### src/design/tbt_pkg.sv
// Shared constants for the thermistor beta temperature block.
// Field widths, fixed-point constants, status codes and register indexes.
// No dependencies.
package tbt_pkg;

    localparam int SAMPLE_W   = 10;
    localparam int TEMP_W     = 18;
    localparam int STATUS_W   = 2;
    localparam int REF_TEMP_W = 15;
    localparam int RES_W      = 20;
    localparam int BETA_W     = 14;
    localparam int PADDR_W    = 4;
    localparam int PDATA_W    = 32;

    localparam int DEF_AVG_DEPTH      = 8;
    localparam int DEF_ADC_FULL_SCALE = 1023;

    localparam int FRAC_BITS = 24;
    localparam int M_W       = 31;
    localparam int MUL_W     = 32;
    localparam int K0_W      = 16;
    localparam int B100_W    = 21;

    localparam logic [MUL_W-1:0] LN2_Q32 = 32'd2977044472;
    localparam int ABS_ZERO_CENTI = 27315;
    localparam int TEMP_MAX_CENTI = 99999;

    localparam logic [STATUS_W-1:0] STATUS_VALID = 2'd0;
    localparam logic [STATUS_W-1:0] STATUS_LOW   = 2'd1;
    localparam logic [STATUS_W-1:0] STATUS_HIGH  = 2'd2;

    localparam logic [1:0] REG_REF_TEMP = 2'd0;
    localparam logic [1:0] REG_REF_RES  = 2'd1;
    localparam logic [1:0] REG_DIV_RES  = 2'd2;
    localparam logic [1:0] REG_BETA     = 2'd3;

    localparam logic [REF_TEMP_W-1:0] RST_REF_TEMP = 15'd2500;
    localparam logic [RES_W-1:0]      RST_REF_RES  = 20'd10000;
    localparam logic [RES_W-1:0]      RST_DIV_RES  = 20'd10000;
    localparam logic [BETA_W-1:0]     RST_BETA     = 14'd4200;

endpackage

### src/design/tbt_ram.sv
// Generic single-write, single-read RAM with a registered read port.
// No dependencies.
module tbt_ram #(
    parameter int WIDTH = 8,
    parameter int DEPTH = 8,
    localparam int AW = (DEPTH > 1) ? $clog2(DEPTH) : 1
) (
    input  logic             aclk,
    input  logic             we,
    input  logic [AW-1:0]    waddr,
    input  logic [WIDTH-1:0] wdata,
    input  logic [AW-1:0]    raddr,
    output logic [WIDTH-1:0] rdata
);

    logic [WIDTH-1:0] mem [DEPTH];

    always_ff @(posedge aclk) begin
        if (we) begin
            mem[waddr] <= wdata;
        end
        rdata <= mem[raddr];
    end

endmodule

### src/design/thermistor_beta_temperature.sv
// Top level of the NTC thermistor temperature block: moving average, log2 by
// squaring, beta equation and restoring division, all under one sequencer.
// Depends on tbt_pkg and tbt_ram.
//
//  Channel   Ports                                   Direction  Beat carries
//  s_        s_valid s_ready s_sample                in         one raw ADC sample
//  m_        m_valid m_ready m_temp_centi m_status   out        temperature and status
//  apb       psel penable pwrite paddr pwdata ...    in/out     register write or read
//
// Each sample passes through two bit-serial log2 normalizations, the 24 squaring
// steps of each log2 on the shared multiplier, and the one-bit-a-cycle divider;
// out-of-range averages skip straight to the result. The first sample after
// reset first fills every entry of the ring with its own value.
// Reset is synchronous and active low. s_ready is high only while the sequencer
// is idle; a finished result waits in the output register while the next
// sample is taken, and the sequencer holds its last step if that register is full.
module thermistor_beta_temperature
    import tbt_pkg::*;
#(
    parameter int AVG_DEPTH      = DEF_AVG_DEPTH,
    parameter int ADC_FULL_SCALE = DEF_ADC_FULL_SCALE
) (
    input  logic                       aclk,
    input  logic                       aresetn,
    input  logic                       s_valid,
    output logic                       s_ready,
    input  logic [SAMPLE_W-1:0]        s_sample,
    output logic                       m_valid,
    input  logic                       m_ready,
    output logic signed [TEMP_W-1:0]   m_temp_centi,
    output logic [STATUS_W-1:0]        m_status,
    input  logic                       psel,
    input  logic                       penable,
    input  logic                       pwrite,
    input  logic [PADDR_W-1:0]         paddr,
    input  logic [PDATA_W-1:0]         pwdata,
    output logic [PDATA_W-1:0]         prdata,
    output logic                       pready
);

    // Widths follow from the parameters so that every product and the
    // dividend fit without loss.
    localparam int AW     = (AVG_DEPTH > 1) ? $clog2(AVG_DEPTH) : 1;
    localparam int SUM_W  = $clog2(((1 << SAMPLE_W) - 1) * AVG_DEPTH + 1);
    localparam int FULL_W = $clog2(ADC_FULL_SCALE * AVG_DEPTH + 1);
    localparam int OP_W   = (SUM_W > FULL_W) ? SUM_W : FULL_W;
    localparam int LOGW   = (RES_W + OP_W > M_W) ? RES_W + OP_W : M_W;
    localparam int P_W    = $clog2(LOGW);
    localparam int L_W    = P_W + FRAC_BITS;
    localparam int QK_W   = L_W + K0_W;
    localparam int BASE_W = B100_W + FRAC_BITS;
    localparam int DEN_W  = ((QK_W > BASE_W) ? QK_W : BASE_W) + 1;
    localparam int NUM_W  = B100_W + K0_W + FRAC_BITS;
    localparam int DVD_W  = NUM_W + 1;
    localparam int DC_W   = $clog2(DVD_W);
    localparam int SQ_W   = $clog2(FRAC_BITS);

    localparam logic [OP_W-1:0]  FULL_V   = OP_W'(ADC_FULL_SCALE * AVG_DEPTH);
    localparam logic [OP_W-1:0]  LOW_LIM  = OP_W'(10 * AVG_DEPTH);
    localparam logic [OP_W-1:0]  HIGH_LIM = OP_W'((ADC_FULL_SCALE - 10) * AVG_DEPTH);
    localparam logic [DVD_W-1:0] TK_MAX   = DVD_W'(TEMP_MAX_CENTI + ABS_ZERO_CENTI);
    localparam logic [AW-1:0]    LAST_IDX = AW'(AVG_DEPTH - 1);

    localparam logic [4:0] S_IDLE = 5'd0;
    localparam logic [4:0] S_FILL = 5'd1;
    localparam logic [4:0] S_RD   = 5'd2;
    localparam logic [4:0] S_CHK  = 5'd3;
    localparam logic [4:0] S_NORM = 5'd4;
    localparam logic [4:0] S_SQ   = 5'd5;
    localparam logic [4:0] S_LOGB = 5'd6;
    localparam logic [4:0] S_LN   = 5'd7;
    localparam logic [4:0] S_Q    = 5'd8;
    localparam logic [4:0] S_QR   = 5'd9;
    localparam logic [4:0] S_QK   = 5'd10;
    localparam logic [4:0] S_DEN  = 5'd11;
    localparam logic [4:0] S_NUM  = 5'd12;
    localparam logic [4:0] S_DVD  = 5'd13;
    localparam logic [4:0] S_DIV  = 5'd14;
    localparam logic [4:0] S_TK   = 5'd15;
    localparam logic [4:0] S_FIN  = 5'd16;

    logic [4:0] state_reg, state_next;

    // Configuration registers.
    logic signed [REF_TEMP_W-1:0] ref_temp_reg;
    logic [RES_W-1:0]             ref_res_reg;
    logic [RES_W-1:0]             div_res_reg;
    logic [BETA_W-1:0]            beta_reg;
    logic                         cfg_write;
    logic [1:0]                   cfg_index;

    // Moving-average state.
    logic [SAMPLE_W-1:0] sample_reg;
    logic [AW-1:0]       ptr_reg;
    logic [AW-1:0]       fill_reg;
    logic                first_pending_reg;
    logic [SUM_W-1:0]    sum_reg;
    logic                ram_we;
    logic [AW-1:0]       ram_waddr;
    logic [SAMPLE_W-1:0] ram_rdata;

    // Arithmetic state.
    logic [LOGW-1:0]      xw_reg;
    logic [P_W-1:0]       p_reg;
    logic [M_W-1:0]       m_reg;
    logic [FRAC_BITS-1:0] frac_reg;
    logic [SQ_W-1:0]      sq_cnt_reg;
    logic                 log_sel_reg;
    logic [L_W-1:0]       lnum_reg;
    logic [L_W-1:0]       mag_reg;
    logic                 neg_reg;
    logic [2*MUL_W-1:0]   prod_reg;
    logic [L_W-1:0]       q_reg;
    logic [QK_W-1:0]      qk_reg;
    logic [DEN_W-1:0]     den_reg;
    logic [DVD_W-1:0]     dvd_reg;
    logic [DEN_W-1:0]     rem_reg;
    logic [DVD_W-1:0]     quo_reg;
    logic [DC_W-1:0]      div_cnt_reg;
    logic signed [TEMP_W-1:0] res_temp_reg;
    logic [STATUS_W-1:0]      res_status_reg;

    // Output register.
    logic                     m_valid_reg;
    logic signed [TEMP_W-1:0] m_temp_reg;
    logic [STATUS_W-1:0]      m_status_reg;

    // Operands with zero registers taken as one.
    logic [RES_W-1:0]       r0_eff, r1_eff;
    logic [BETA_W-1:0]      b_eff;
    logic [B100_W-1:0]      b100;
    logic [BASE_W-1:0]      base;
    logic signed [K0_W:0]   k0_s;
    logic [K0_W-1:0]        k0;
    logic [OP_W-1:0]        sum_ext;
    logic [OP_W-1:0]        rest;

    // Shared multiplier.
    logic [MUL_W-1:0]   mul_a, mul_b;
    logic [2*MUL_W-1:0] mul_p;
    logic [M_W:0]       mm;

    logic [L_W-1:0]       lcur;
    logic [2*MUL_W-1:0]   qsum;
    logic [DEN_W:0]       trial;
    logic                 out_free;

    assign r0_eff  = (ref_res_reg == '0) ? RES_W'(1) : ref_res_reg;
    assign r1_eff  = (div_res_reg == '0) ? RES_W'(1) : div_res_reg;
    assign b_eff   = (beta_reg == '0) ? BETA_W'(1) : beta_reg;
    assign b100    = B100_W'(b_eff) * B100_W'(100);
    assign base    = {b100, FRAC_BITS'(0)};
    assign k0_s    = (K0_W+1)'(ref_temp_reg) + (K0_W+1)'(ABS_ZERO_CENTI);
    assign k0      = k0_s[K0_W-1:0];
    assign sum_ext = OP_W'(sum_reg);
    assign rest    = FULL_V - sum_ext;
    assign lcur    = {p_reg, frac_reg};
    assign out_free = !m_valid_reg || m_ready;

    always_comb begin
        mul_a = '0;
        mul_b = '0;
        unique case (state_reg)
            S_CHK: begin
                mul_a = MUL_W'(r1_eff);
                mul_b = MUL_W'(sum_ext);
            end
            S_LOGB: begin
                mul_a = MUL_W'(r0_eff);
                mul_b = MUL_W'(rest);
            end
            S_SQ: begin
                mul_a = MUL_W'(m_reg);
                mul_b = MUL_W'(m_reg);
            end
            S_Q: begin
                mul_a = MUL_W'(mag_reg);
                mul_b = LN2_Q32;
            end
            S_QK: begin
                mul_a = MUL_W'(q_reg);
                mul_b = MUL_W'(k0);
            end
            S_NUM: begin
                mul_a = MUL_W'(b100);
                mul_b = MUL_W'(k0);
            end
            default: begin
                mul_a = '0;
                mul_b = '0;
            end
        endcase
    end

    assign mul_p = mul_a * mul_b;
    assign mm    = mul_p[2*M_W-1:M_W-1];
    assign qsum  = prod_reg + (2*MUL_W)'(64'h8000_0000);
    assign trial = {rem_reg, dvd_reg[DVD_W-1]};

    // Ring of samples.
    assign ram_we    = (state_reg == S_FILL) || (state_reg == S_RD);
    assign ram_waddr = (state_reg == S_FILL) ? fill_reg : ptr_reg;

    tbt_ram #(
        .WIDTH (SAMPLE_W),
        .DEPTH (AVG_DEPTH)
    ) u_ring (
        .aclk  (aclk),
        .we    (ram_we),
        .waddr (ram_waddr),
        .wdata (sample_reg),
        .raddr (ptr_reg),
        .rdata (ram_rdata)
    );

    // Sequencer.
    always_comb begin
        state_next = state_reg;
        unique case (state_reg)
            S_IDLE: begin
                if (s_valid) begin
                    state_next = first_pending_reg ? S_FILL : S_RD;
                end
            end
            S_FILL: begin
                if (fill_reg == LAST_IDX) begin
                    state_next = S_CHK;
                end
            end
            S_RD: state_next = S_CHK;
            S_CHK: begin
                if (sum_ext < LOW_LIM || sum_ext > HIGH_LIM) begin
                    state_next = S_FIN;
                end else begin
                    state_next = S_NORM;
                end
            end
            S_NORM: begin
                if (xw_reg[LOGW-1]) begin
                    state_next = S_SQ;
                end
            end
            S_SQ: begin
                if (sq_cnt_reg == SQ_W'(FRAC_BITS - 1)) begin
                    state_next = log_sel_reg ? S_LN : S_LOGB;
                end
            end
            S_LOGB: state_next = S_NORM;
            S_LN:   state_next = S_Q;
            S_Q:    state_next = S_QR;
            S_QR:   state_next = S_QK;
            S_QK:   state_next = S_DEN;
            S_DEN: begin
                if (neg_reg && DEN_W'(qk_reg) >= DEN_W'(base)) begin
                    state_next = S_FIN;
                end else begin
                    state_next = S_NUM;
                end
            end
            S_NUM: state_next = S_DVD;
            S_DVD: state_next = S_DIV;
            S_DIV: begin
                if (div_cnt_reg == DC_W'(DVD_W - 1)) begin
                    state_next = S_TK;
                end
            end
            S_TK: state_next = S_FIN;
            S_FIN: begin
                if (out_free) begin
                    state_next = S_IDLE;
                end
            end
            default: state_next = S_IDLE;
        endcase
    end

    always_ff @(posedge aclk) begin
        if (!aresetn) begin
            state_reg         <= S_IDLE;
            ptr_reg           <= '0;
            first_pending_reg <= 1'b1;
            sum_reg           <= '0;
        end else begin
            state_reg <= state_next;
            if (state_reg == S_FILL && fill_reg == LAST_IDX) begin
                sum_reg           <= SUM_W'(sample_reg) * SUM_W'(AVG_DEPTH);
                first_pending_reg <= 1'b0;
            end
            if (state_reg == S_RD) begin
                sum_reg <= sum_reg - SUM_W'(ram_rdata) + SUM_W'(sample_reg);
                ptr_reg <= (ptr_reg == LAST_IDX) ? '0 : ptr_reg + AW'(1);
            end
        end
    end

    // Datapath registers.
    always_ff @(posedge aclk) begin
        unique case (state_reg)
            S_IDLE: begin
                sample_reg <= s_sample;
                fill_reg   <= '0;
            end
            S_FILL: fill_reg <= fill_reg + AW'(1);
            S_CHK: begin
                if (sum_ext < LOW_LIM) begin
                    res_temp_reg   <= TEMP_W'(TEMP_MAX_CENTI);
                    res_status_reg <= STATUS_LOW;
                end else begin
                    res_temp_reg   <= -TEMP_W'(ABS_ZERO_CENTI);
                    res_status_reg <= STATUS_HIGH;
                end
                xw_reg      <= (mul_p[LOGW-1:0] == '0) ? LOGW'(1) : mul_p[LOGW-1:0];
                p_reg       <= P_W'(LOGW - 1);
                log_sel_reg <= 1'b0;
            end
            S_NORM: begin
                if (xw_reg[LOGW-1]) begin
                    m_reg      <= xw_reg[LOGW-1 -: M_W];
                    frac_reg   <= '0;
                    sq_cnt_reg <= '0;
                end else begin
                    xw_reg <= {xw_reg[LOGW-2:0], 1'b0};
                    p_reg  <= p_reg - P_W'(1);
                end
            end
            S_SQ: begin
                frac_reg   <= {frac_reg[FRAC_BITS-2:0], mm[M_W]};
                m_reg      <= mm[M_W] ? mm[M_W:1] : mm[M_W-1:0];
                sq_cnt_reg <= sq_cnt_reg + SQ_W'(1);
            end
            S_LOGB: begin
                lnum_reg    <= lcur;
                xw_reg      <= (mul_p[LOGW-1:0] == '0) ? LOGW'(1) : mul_p[LOGW-1:0];
                p_reg       <= P_W'(LOGW - 1);
                log_sel_reg <= 1'b1;
            end
            S_LN: begin
                neg_reg <= lcur > lnum_reg;
                mag_reg <= (lcur > lnum_reg) ? lcur - lnum_reg : lnum_reg - lcur;
            end
            S_Q:  prod_reg <= mul_p;
            S_QR: q_reg <= qsum[MUL_W +: L_W];
            S_QK: qk_reg <= mul_p[QK_W-1:0];
            S_DEN: begin
                res_temp_reg   <= TEMP_W'(TEMP_MAX_CENTI);
                res_status_reg <= STATUS_VALID;
                den_reg <= neg_reg ? DEN_W'(base) - DEN_W'(qk_reg)
                                   : DEN_W'(base) + DEN_W'(qk_reg);
            end
            S_NUM: prod_reg <= mul_p;
            S_DVD: begin
                dvd_reg <= DVD_W'({prod_reg[NUM_W-FRAC_BITS-1:0], FRAC_BITS'(0)})
                         + DVD_W'(den_reg >> 1);
                rem_reg     <= '0;
                quo_reg     <= '0;
                div_cnt_reg <= '0;
            end
            S_DIV: begin
                // Restoring division, one quotient bit per cycle.
                if (trial >= {1'b0, den_reg}) begin
                    rem_reg <= DEN_W'(trial - {1'b0, den_reg});
                    quo_reg <= {quo_reg[DVD_W-2:0], 1'b1};
                end else begin
                    rem_reg <= trial[DEN_W-1:0];
                    quo_reg <= {quo_reg[DVD_W-2:0], 1'b0};
                end
                dvd_reg     <= {dvd_reg[DVD_W-2:0], 1'b0};
                div_cnt_reg <= div_cnt_reg + DC_W'(1);
            end
            S_TK: begin
                if (quo_reg > TK_MAX) begin
                    res_temp_reg <= TEMP_W'(TEMP_MAX_CENTI);
                end else begin
                    res_temp_reg <= quo_reg[TEMP_W-1:0] - TEMP_W'(ABS_ZERO_CENTI);
                end
            end
            default: begin
            end
        endcase
    end

    // Output register. A new result may replace one that leaves in the same cycle.
    always_ff @(posedge aclk) begin
        if (!aresetn) begin
            m_valid_reg <= 1'b0;
        end else begin
            m_valid_reg <= (state_reg == S_FIN && out_free) ? 1'b1
                         : (m_valid_reg && !m_ready);
        end
    end

    always_ff @(posedge aclk) begin
        if (state_reg == S_FIN && out_free) begin
            m_temp_reg   <= res_temp_reg;
            m_status_reg <= res_status_reg;
        end
    end

    assign s_ready      = (state_reg == S_IDLE);
    assign m_valid      = m_valid_reg;
    assign m_temp_centi = m_temp_reg;
    assign m_status     = m_status_reg;

    // Configuration port.
    assign pready    = 1'b1;
    assign cfg_index = paddr[3:2];
    assign cfg_write = psel && penable && pwrite && pready;

    always_ff @(posedge aclk) begin
        if (!aresetn) begin
            ref_temp_reg <= RST_REF_TEMP;
            ref_res_reg  <= RST_REF_RES;
            div_res_reg  <= RST_DIV_RES;
            beta_reg     <= RST_BETA;
        end else if (cfg_write) begin
            unique case (cfg_index)
                REG_REF_TEMP: ref_temp_reg <= pwdata[REF_TEMP_W-1:0];
                REG_REF_RES:  ref_res_reg  <= pwdata[RES_W-1:0];
                REG_DIV_RES:  div_res_reg  <= pwdata[RES_W-1:0];
                REG_BETA:     beta_reg     <= pwdata[BETA_W-1:0];
                default: begin
                end
            endcase
        end
    end

    always_comb begin
        unique case (cfg_index)
            REG_REF_TEMP: prdata = PDATA_W'(signed'(ref_temp_reg));
            REG_REF_RES:  prdata = PDATA_W'(ref_res_reg);
            REG_DIV_RES:  prdata = PDATA_W'(div_res_reg);
            REG_BETA:     prdata = PDATA_W'(beta_reg);
            default:      prdata = '0;
        endcase
    end

    // A sample beat is never followed directly by another one.
    a_one_at_a_time: assert property (@(posedge aclk) disable iff (!aresetn)
        (s_valid && s_ready) |=> !s_ready)
        else $error("sample accepted while busy");

    // The squaring loop keeps its mantissa normalized.
    a_mant_norm: assert property (@(posedge aclk) disable iff (!aresetn)
        (state_reg == S_SQ) |-> m_reg[M_W-1])
        else $error("log2 mantissa lost its leading one");

    // The ring is only swept while the first sample is pending.
    a_fill_first: assert property (@(posedge aclk) disable iff (!aresetn)
        (state_reg == S_FILL) |-> first_pending_reg)
        else $error("ring fill outside the first sample");

    // Under-range results always carry absolute zero.
    a_high_abs_zero: assert property (@(posedge aclk) disable iff (!aresetn)
        (m_valid && m_status == STATUS_HIGH) |-> (m_temp_centi == -TEMP_W'(ABS_ZERO_CENTI)))
        else $error("under-range result without absolute zero");

    // Status never takes the unused code.
    a_status_code: assert property (@(posedge aclk) disable iff (!aresetn)
        m_valid |-> (m_status == STATUS_VALID || m_status == STATUS_LOW
                     || m_status == STATUS_HIGH))
        else $error("undefined status code");

endmodule
### config.mk
export PLATFORM = sky130hd
export DESIGN_NAME = thermistor_beta_temperature
export DESIGN_NICKNAME = d
export VERILOG_FILES = /design/src/design/tbt_pkg.sv /design/src/design/tbt_ram.sv /design/src/design/thermistor_beta_temperature.sv
export SDC_FILE = /design/constraint.sdc
export NUM_CORES = 2
export LEC_CHECK = 0
export ABC_AREA = 0
export BUFFER_PORTS_ARGS = -buffer_cell sky130_fd_sc_hd__buf_2
export CAP_MARGIN = 10
export CORE_MARGIN = 2
export CORE_UTILIZATION = 60
export CTS_CLUSTER_SIZE = 25
export DETAILED_ROUTE_END_ITERATION = 7
export GPL_ROUTABILITY_DRIVEN = 0
export GPL_TIMING_DRIVEN = 1
export HOLD_SLACK_MARGIN = 0.12
export PLACE_DENSITY = 0.82
export SLEW_MARGIN = 20
export SYNTH_ARGS = -nofsm -noshare
export SYNTH_HDL_FRONTEND = slang
export SYNTH_SLANG_ARGS = --single-unit
### constraint.sdc
create_clock -name aclk -period 39 [get_ports aclk]
set_input_delay 5.85 -clock aclk [delete_from_list [all_inputs] [get_ports aclk]]
set_output_delay 5.85 -clock aclk [all_outputs]
set_load 0.02 [all_outputs]
# Word level (Yosys, flattened, before mapping)
# Memories as Yosys holds them, arrays and structs flattened. A register that Yosys moved wholly into a read port is not among the register bits.
# Cells that the tools add are included.
[classes]
magnitude_cmp = 6
reduce_logical = 35
n_mul = 2
mux = 51
n_eq_ne = 30
n_addsub = 17
[ops]
columns = ["cell", "n"]
rows = [
  ["$pmux 62 s2", 2],
  ["$pmux 31 s6", 1],
  ["$pmux 32 s5", 1],
  ["$pmux 32 s4", 1],
  ["$mux 47", 2],
  ["$pmux 47 s2", 1],
  ["$pmux 5 s17", 1],
  ["$mux 33", 2],
  ["$pmux 33 s2", 1],
  ["$add 61x46->62", 1],
  ["$add 62x32->62 const B", 1],
  ["$gt 62x17->1 const B", 1],
  ["$mul 31x32->62", 1],
  ["$mux 31", 2],
  ["$pmux 31 s2", 1],
  ["$sub 30x30->30", 2],
  ["$pmux 18 s3", 1],
  ["$ge 48x47->1", 1],
  ["$pmux 24 s2", 1],
  ["$add 45x46->47", 1],
  ["$sub 45x46->47", 1],
  ["$sub 47x47->47", 1],
  ["$ge 46x45->1", 1],
  ["$mux 5", 9],
  ["52 further kinds", 104],
]
[totals]
elab_cells = 175
in_bits = 53
register_bits = 668
ramBits = 80
mem_count = 1
[memory_table]
columns = ["name", "words", "word_bits", "rd", "rd_clocked_by_memory_dff", "write_ports", "line_no", "source"]
rows = [
  ["u_ring.mem", 8, 10, 1, 1, 1, "tbt_ram.sv:16", "logic [WIDTH-1:0] mem [DEPTH];"],
]

# Depth between registers and ports, before layout
[depth]
ltp_word = 8
mapped_depth = 54

# By module
# From an unflattened synthesis, not the netlist that was laid out.
[unflattened]
hier_cells = 7862
hier_area_um2 = 74815.5
[modules_own_cells]
columns = ["mod", "area_each_um2", "seq_area_each_um2", "cells_per_inst", "n_inst"]
rows = [
  ["thermistor_beta_temperature", 71482.3, 19138.4, 7724, 1],
  ["tbt_ram", 3333.2, 2602.5, 138, 1],
]

# Worst setup path after synthesis
# Ideal clock, no wire load.
[synth_timing]
path_kind = "reg2reg"
from = "register state_reg[0]"
to = "register div_cnt_reg[0] (enable)"
setup_slack_ns = 25.134
period_less_slack_ns = 13.866
stages_incl_launch_ff = 5
arrival_time_ns = 12.936
n_path_buf = 2
setup_time_ns = 0.931
path_cell_list = "dfxtp_1 -> clkbuf_1 -> clkbuf_1 -> xnor2_1 -> nor3_1"
[synth_between]
elab_chain_cells = 2
word_cells_on_any_way = 3
[synth_lines]
columns = ["element", "line_no", "source"]
rows = [
  ["start: declaration", "thermistor_beta_temperature.sv:82", "logic [4:0] state_reg, state_next;"],
  ["start signal: assignment", "thermistor_beta_temperature.sv:284", "state_reg <= state_next;"],
  ["$eq 5x4->1", "thermistor_beta_temperature.sv:298", "unique case (state_reg)"],
  ["$reduce_bool 2->1 (no line) (*)", "-", ""],
  ["end signal: assignment", "thermistor_beta_temperature.sv:368", "div_cnt_reg <= div_cnt_reg + DC_W'(1);"],
  ["end: declaration", "thermistor_beta_temperature.sv:119", "logic [DC_W-1:0] div_cnt_reg;"],
]
# Every way passes the cells marked *; elsewhere a longest branch is shown, timed or not.
# A chain may end at the register's enable or synchronous reset.

# Worst setup path in the final report
[layout_timing]
from = "register beta_reg[6]"
to = "register m_reg[5], data pin"
[layout_between]
elab_chain_cells = 7
[layout_lines]
columns = ["element", "line_no", "source"]
rows = [
  ["start: declaration", "thermistor_beta_temperature.sv:88", "logic [BETA_W-1:0] beta_reg;"],
  ["start signal: assignment", "thermistor_beta_temperature.sv:420", "REG_BETA: beta_reg <= pwdata[BETA_W-1:0];"],
  ["$logic_not 14->1", "thermistor_beta_temperature.sv:150", "assign b_eff = (beta_reg == '0) ? BETA_W'(1) : beta_reg;"],
  ["$mux 14 (*)", "thermistor_beta_temperature.sv:150", ""],
  ["$mul 14x5->19 (*)", "thermistor_beta_temperature.sv:151", "assign b100 = B100_W'(b_eff) * B100_W'(100);"],
  ["$pmux 31 s6 (*)", "thermistor_beta_temperature.sv:163", "unique case (state_reg)"],
  ["$mul 31x32->62 (*)", "thermistor_beta_temperature.sv:195", "assign mul_p = mul_a * mul_b;"],
  ["$mux 31 (*)", "thermistor_beta_temperature.sv:328", "m_reg <= mm[M_W] ? mm[M_W:1] : mm[M_W-1:0];"],
  ["$pmux 31 s2 (*)", "thermistor_beta_temperature.sv:298", ""],
  ["end signal: assignment", "thermistor_beta_temperature.sv:318", "m_reg <= xw_reg[LOGW-1 -: M_W];"],
  ["end signal: assignment", "thermistor_beta_temperature.sv:328", ""],
  ["end: declaration", "thermistor_beta_temperature.sv:105", "logic [M_W-1:0] m_reg;"],
]
# Marked as above.

==> out/qor.yml <==
status: "finished with violations"
violations: "design-rule violations"
path_class: "reg -> reg"
core_area_um2: 123000
io_buffers: 92
remaining_drc_errors: 2
synthXorXnorAreaFrac: 0.0332
synth-simple-area-share: 0.148
start_kind: "register"
fin_nets: 9134
peakVddDrop_mv: 0.0364
worst_hold_slack_ps: 414
worst_pin_slew_ps: 1190
finalCriticalPeriod_ps: 15160
grt_pass1_vias: 59500
design.die.area_um2: 127000
drt_iter0_drc: 7067
synth_top_family_by_area: "adder cells"
synth_warnings: 0
netSwitchingFraction: 0.275
hp-start: "res_temp_reg[13]$_DFFE_PP_"
cpPeakStageDelay_ps: 1010
worstPathRequired_ps: 39450
ys_seq_area_frac: 0.292
synth_area_um2: 74400
ys_seq_elements: 758
antenna_found_initial: 14
skew_ps: 29.8
ys_async_sr_fraction: 0
cts_buffer_depth: 3
max_freq_ghz: 0.0659
worst-r2r-cell-count: 48
period_share: 0.389
clkTransAtPathRegs_ps: 60
largest-register: "u_ring.mem"
dr_total_vias: 58300
firstDrtPassIters: 8
cp_data_arrival_time_ps: 15620
dpl.hpwl_um: 159000
dp_slack_ps: 24240
worstHoldEndpoint: "m_temp_centi[13]$_DFFE_PP_"
hold_buffers: 0
synth-adder-area-share: 0.323
synthMuxAreaShare: 0.0205
synth-compound-area-share: 0.0974
p_total_w: 0.00194
hold_depth: 0
p_int_w: 0.00141
slowest_stage: "a21o_1"
ys_types: 94
fin_setup_tns_ps: 0
start_util: 0.603
comb_power_share: 0.146
crit_fanout: 26
clk-insertion-delay-late_ps: 670
num_io_pins: 108
r2r-end: "m_reg[5]$_DFFE_PP_"
cts.sinks: 758
power.leakage_nw: 34.3
rows: 129
setup_viol: 0
power_density_nw_per_um2: 24.6
power_frac_seq: 0.487
largest_reg_flops: 80
pwr-share-clk: 0.367
routedWlPerCell_um: 23.0
post_cts_buffers: 0
power_switching_w: 0.000532
maxSlewViolCount: 0
hold_viol: 0
grt_pass1_wl_um: 334000
r2r_start: "beta_reg[6]$_SDFFE_PN1P_"
layout_setup_ws_ps: 23840
final_cell_mix: "nand2_1, inv_1, fa_1, edfxtp_1, ha_1"
syn_inst: 7780
grt.total_usage: 0.345
htree_levels: 3
rsz0062_at_grt: "false"
synthesis.nets: 9219
synth_edf_count: 656
postRouteWirelength_um: 216000
grt_overflow_total: 0
cts_buffers: 72
max_cap_violations: 0
max_slew_margin: 0.202
ctsResizeCount: 0
syn_avg_cell_area_um2: 9.56
r2r_slack_ps: 23840
die_x_um: 356
layout-drive-gt1-share: 0.0547
drtAntennaViolNets: 0
cpMostUsedCell: "fa_1"
dieHeight_um: 356
areaGrowthSynthToFinish_pct: 5.89
cts_tree: "done"
end_kind: "register"
grt_max_degree: 125
clockRootBuffer: "clkbuf_16"
synthFlopType: "edfxtp_1"
hold_class: "reg -> reg"
mostFrequentLayoutCell: "nand2_1"
vias_per_cell: 6.20
## synth_stat cells (10+ instances only)
library cell | count | area share
nor4_1 | 36 | 0.0030
or3_1 | 28 | 0.0024
mux2i_1 | 71 | 0.0096
ha_1 | 497 | 0.084
o41ai_1 | 10 | 0.0012
buf_1 | 24 | 0.0012
a211oi_1 | 32 | 0.0032
xnor2_1 | 187 | 0.022
nand4_1 | 40 | 0.0034
buf_4 | 13 | 0.0013
clkbuf_1 | 310 | 0.016
o31ai_1 | 27 | 0.0027
nor2_1 | 438 | 0.022
o2111ai_1 | 15 | 0.0018
mux4_2 | 34 | 0.010
a21boi_0 | 70 | 0.0071
and3_1 | 64 | 0.0054
nand2b_1 | 38 | 0.0032
and2_1 | 194 | 0.016
a2111oi_0 | 14 | 0.0016
and4_1 | 11 | 0.0013
nor3_1 | 71 | 0.0048
or2_2 | 13 | 0.0011
nand3b_1 | 38 | 0.0038
o21a_1 | 35 | 0.0035
a211o_1 | 15 | 0.0018
a22oi_1 | 27 | 0.0027
a221oi_1 | 18 | 0.0021
xor2_1 | 95 | 0.011
inv_1 | 1286 | 0.065
o21ai_0 | 236 | 0.016
o21bai_1 | 41 | 0.0041
nor2b_1 | 51 | 0.0043
nand3_1 | 125 | 0.0084
edfxtp_1 | 656 | 0.26
a21o_1 | 121 | 0.012
o211ai_1 | 18 | 0.0018
dfxtp_1 | 102 | 0.027
fa_1 | 889 | 0.24
a21oi_1 | 300 | 0.020
a31oi_1 | 42 | 0.0035
a221o_1 | 13 | 0.0017
nand2_1 | 1300 | 0.066
## logic make-up after synthesis
group / after synthesis
simple gates: 2476
buf+inv: 1656
fa+ha+maj: 1386
compound gates: 1112
flops: 758
xor+xnor: 282
mux: 109
other cells: 1
## per-stage QoR
step / cells / utilization / cell area, µm²
2_1_floorplan: 7780 / - / 74400
3_3_place_gp: 9257 / 0.620 / 76400
3_5_place_dp: 9257 / 0.620 / 76400
4_1_cts: 9384 / 0.638 / 78700
5_1_grt: 9387 / 0.639 / 78800
6_report: 9393 / 0.639 / 78800
## layout make-up
cell class	count	area (µm²)
repair buffers	204	1310
inverters	1293	4850
clock inverters	35	350
flip-flops and latches	758	21700
multi-input cells	5366	46500
clock buffers	92	1950
diodes	8	20.0
fillers	9314	44500
well taps	1637	2050
## per-layer routing
| layer | track usage | vias up | part of all wire |
|---|---|---|---|
| met4 | 0.241 | 8 | 0.089 |
| met5 | 0.00519 | - | 0.00062 |
| met3 | 0.110 | 1130 | 0.13 |
| met2 | 0.518 | 3862 | 0.43 |
| met1 | 0.425 | 28200 | 0.34 |
| li1 | - | 25100 | - |
## critical path, delay by kind of cell (launching register included)
kind | cells | cell delay, ps
buf+inv | 10 | 1350
fa+ha+maj | 13 | 5670
simple gates | 5 | 1250
flops | 1 | 450
xor+xnor | 2 | 830
mux | 1 | 230
compound gates | 17 | 5080
## power groups by stage
| stage | registers [W] | logic (W) | clock network [W] |
|---|---|---|---|
| 3_3_place_gp | 0.000957 | 0.000261 | 0 |
| 4_1_cts | 0.000942 | 0.000273 | 0.000711 |
| 5_1_grt | 0.000946 | 0.000306 | 0.000739 |
| 3_5_place_dp | 0.000959 | 0.000270 | 0 |
| 6_report | 0.000944 | 0.000283 | 0.000711 |
| 2_1_floorplan | 0.000945 | 0.000190 | 0 |
## worst max-delay path by stage
stage                              start                            to  slack [ps]
4_1_cts         beta_reg[6]$_SDFFE_PN1P_            m_reg[5]$_DFFE_PP_       24160
3_5_place_dp    beta_reg[6]$_SDFFE_PN1P_       m_reg[30]$_SDFFCE_PP1P_       24240
3_3_place_gp    beta_reg[6]$_SDFFE_PN1P_       m_reg[30]$_SDFFCE_PP1P_       24560
5_1_grt         beta_reg[6]$_SDFFE_PN1P_       m_reg[30]$_SDFFCE_PP1P_       23360
2_1_floorplan  state_reg[0]$_SDFFE_PN0P_  div_cnt_reg[0]$_SDFFCE_PN0N_       25130
6_report        beta_reg[6]$_SDFFE_PN1P_            m_reg[5]$_DFFE_PP_       23840
(Power assumes the default switching activity.)
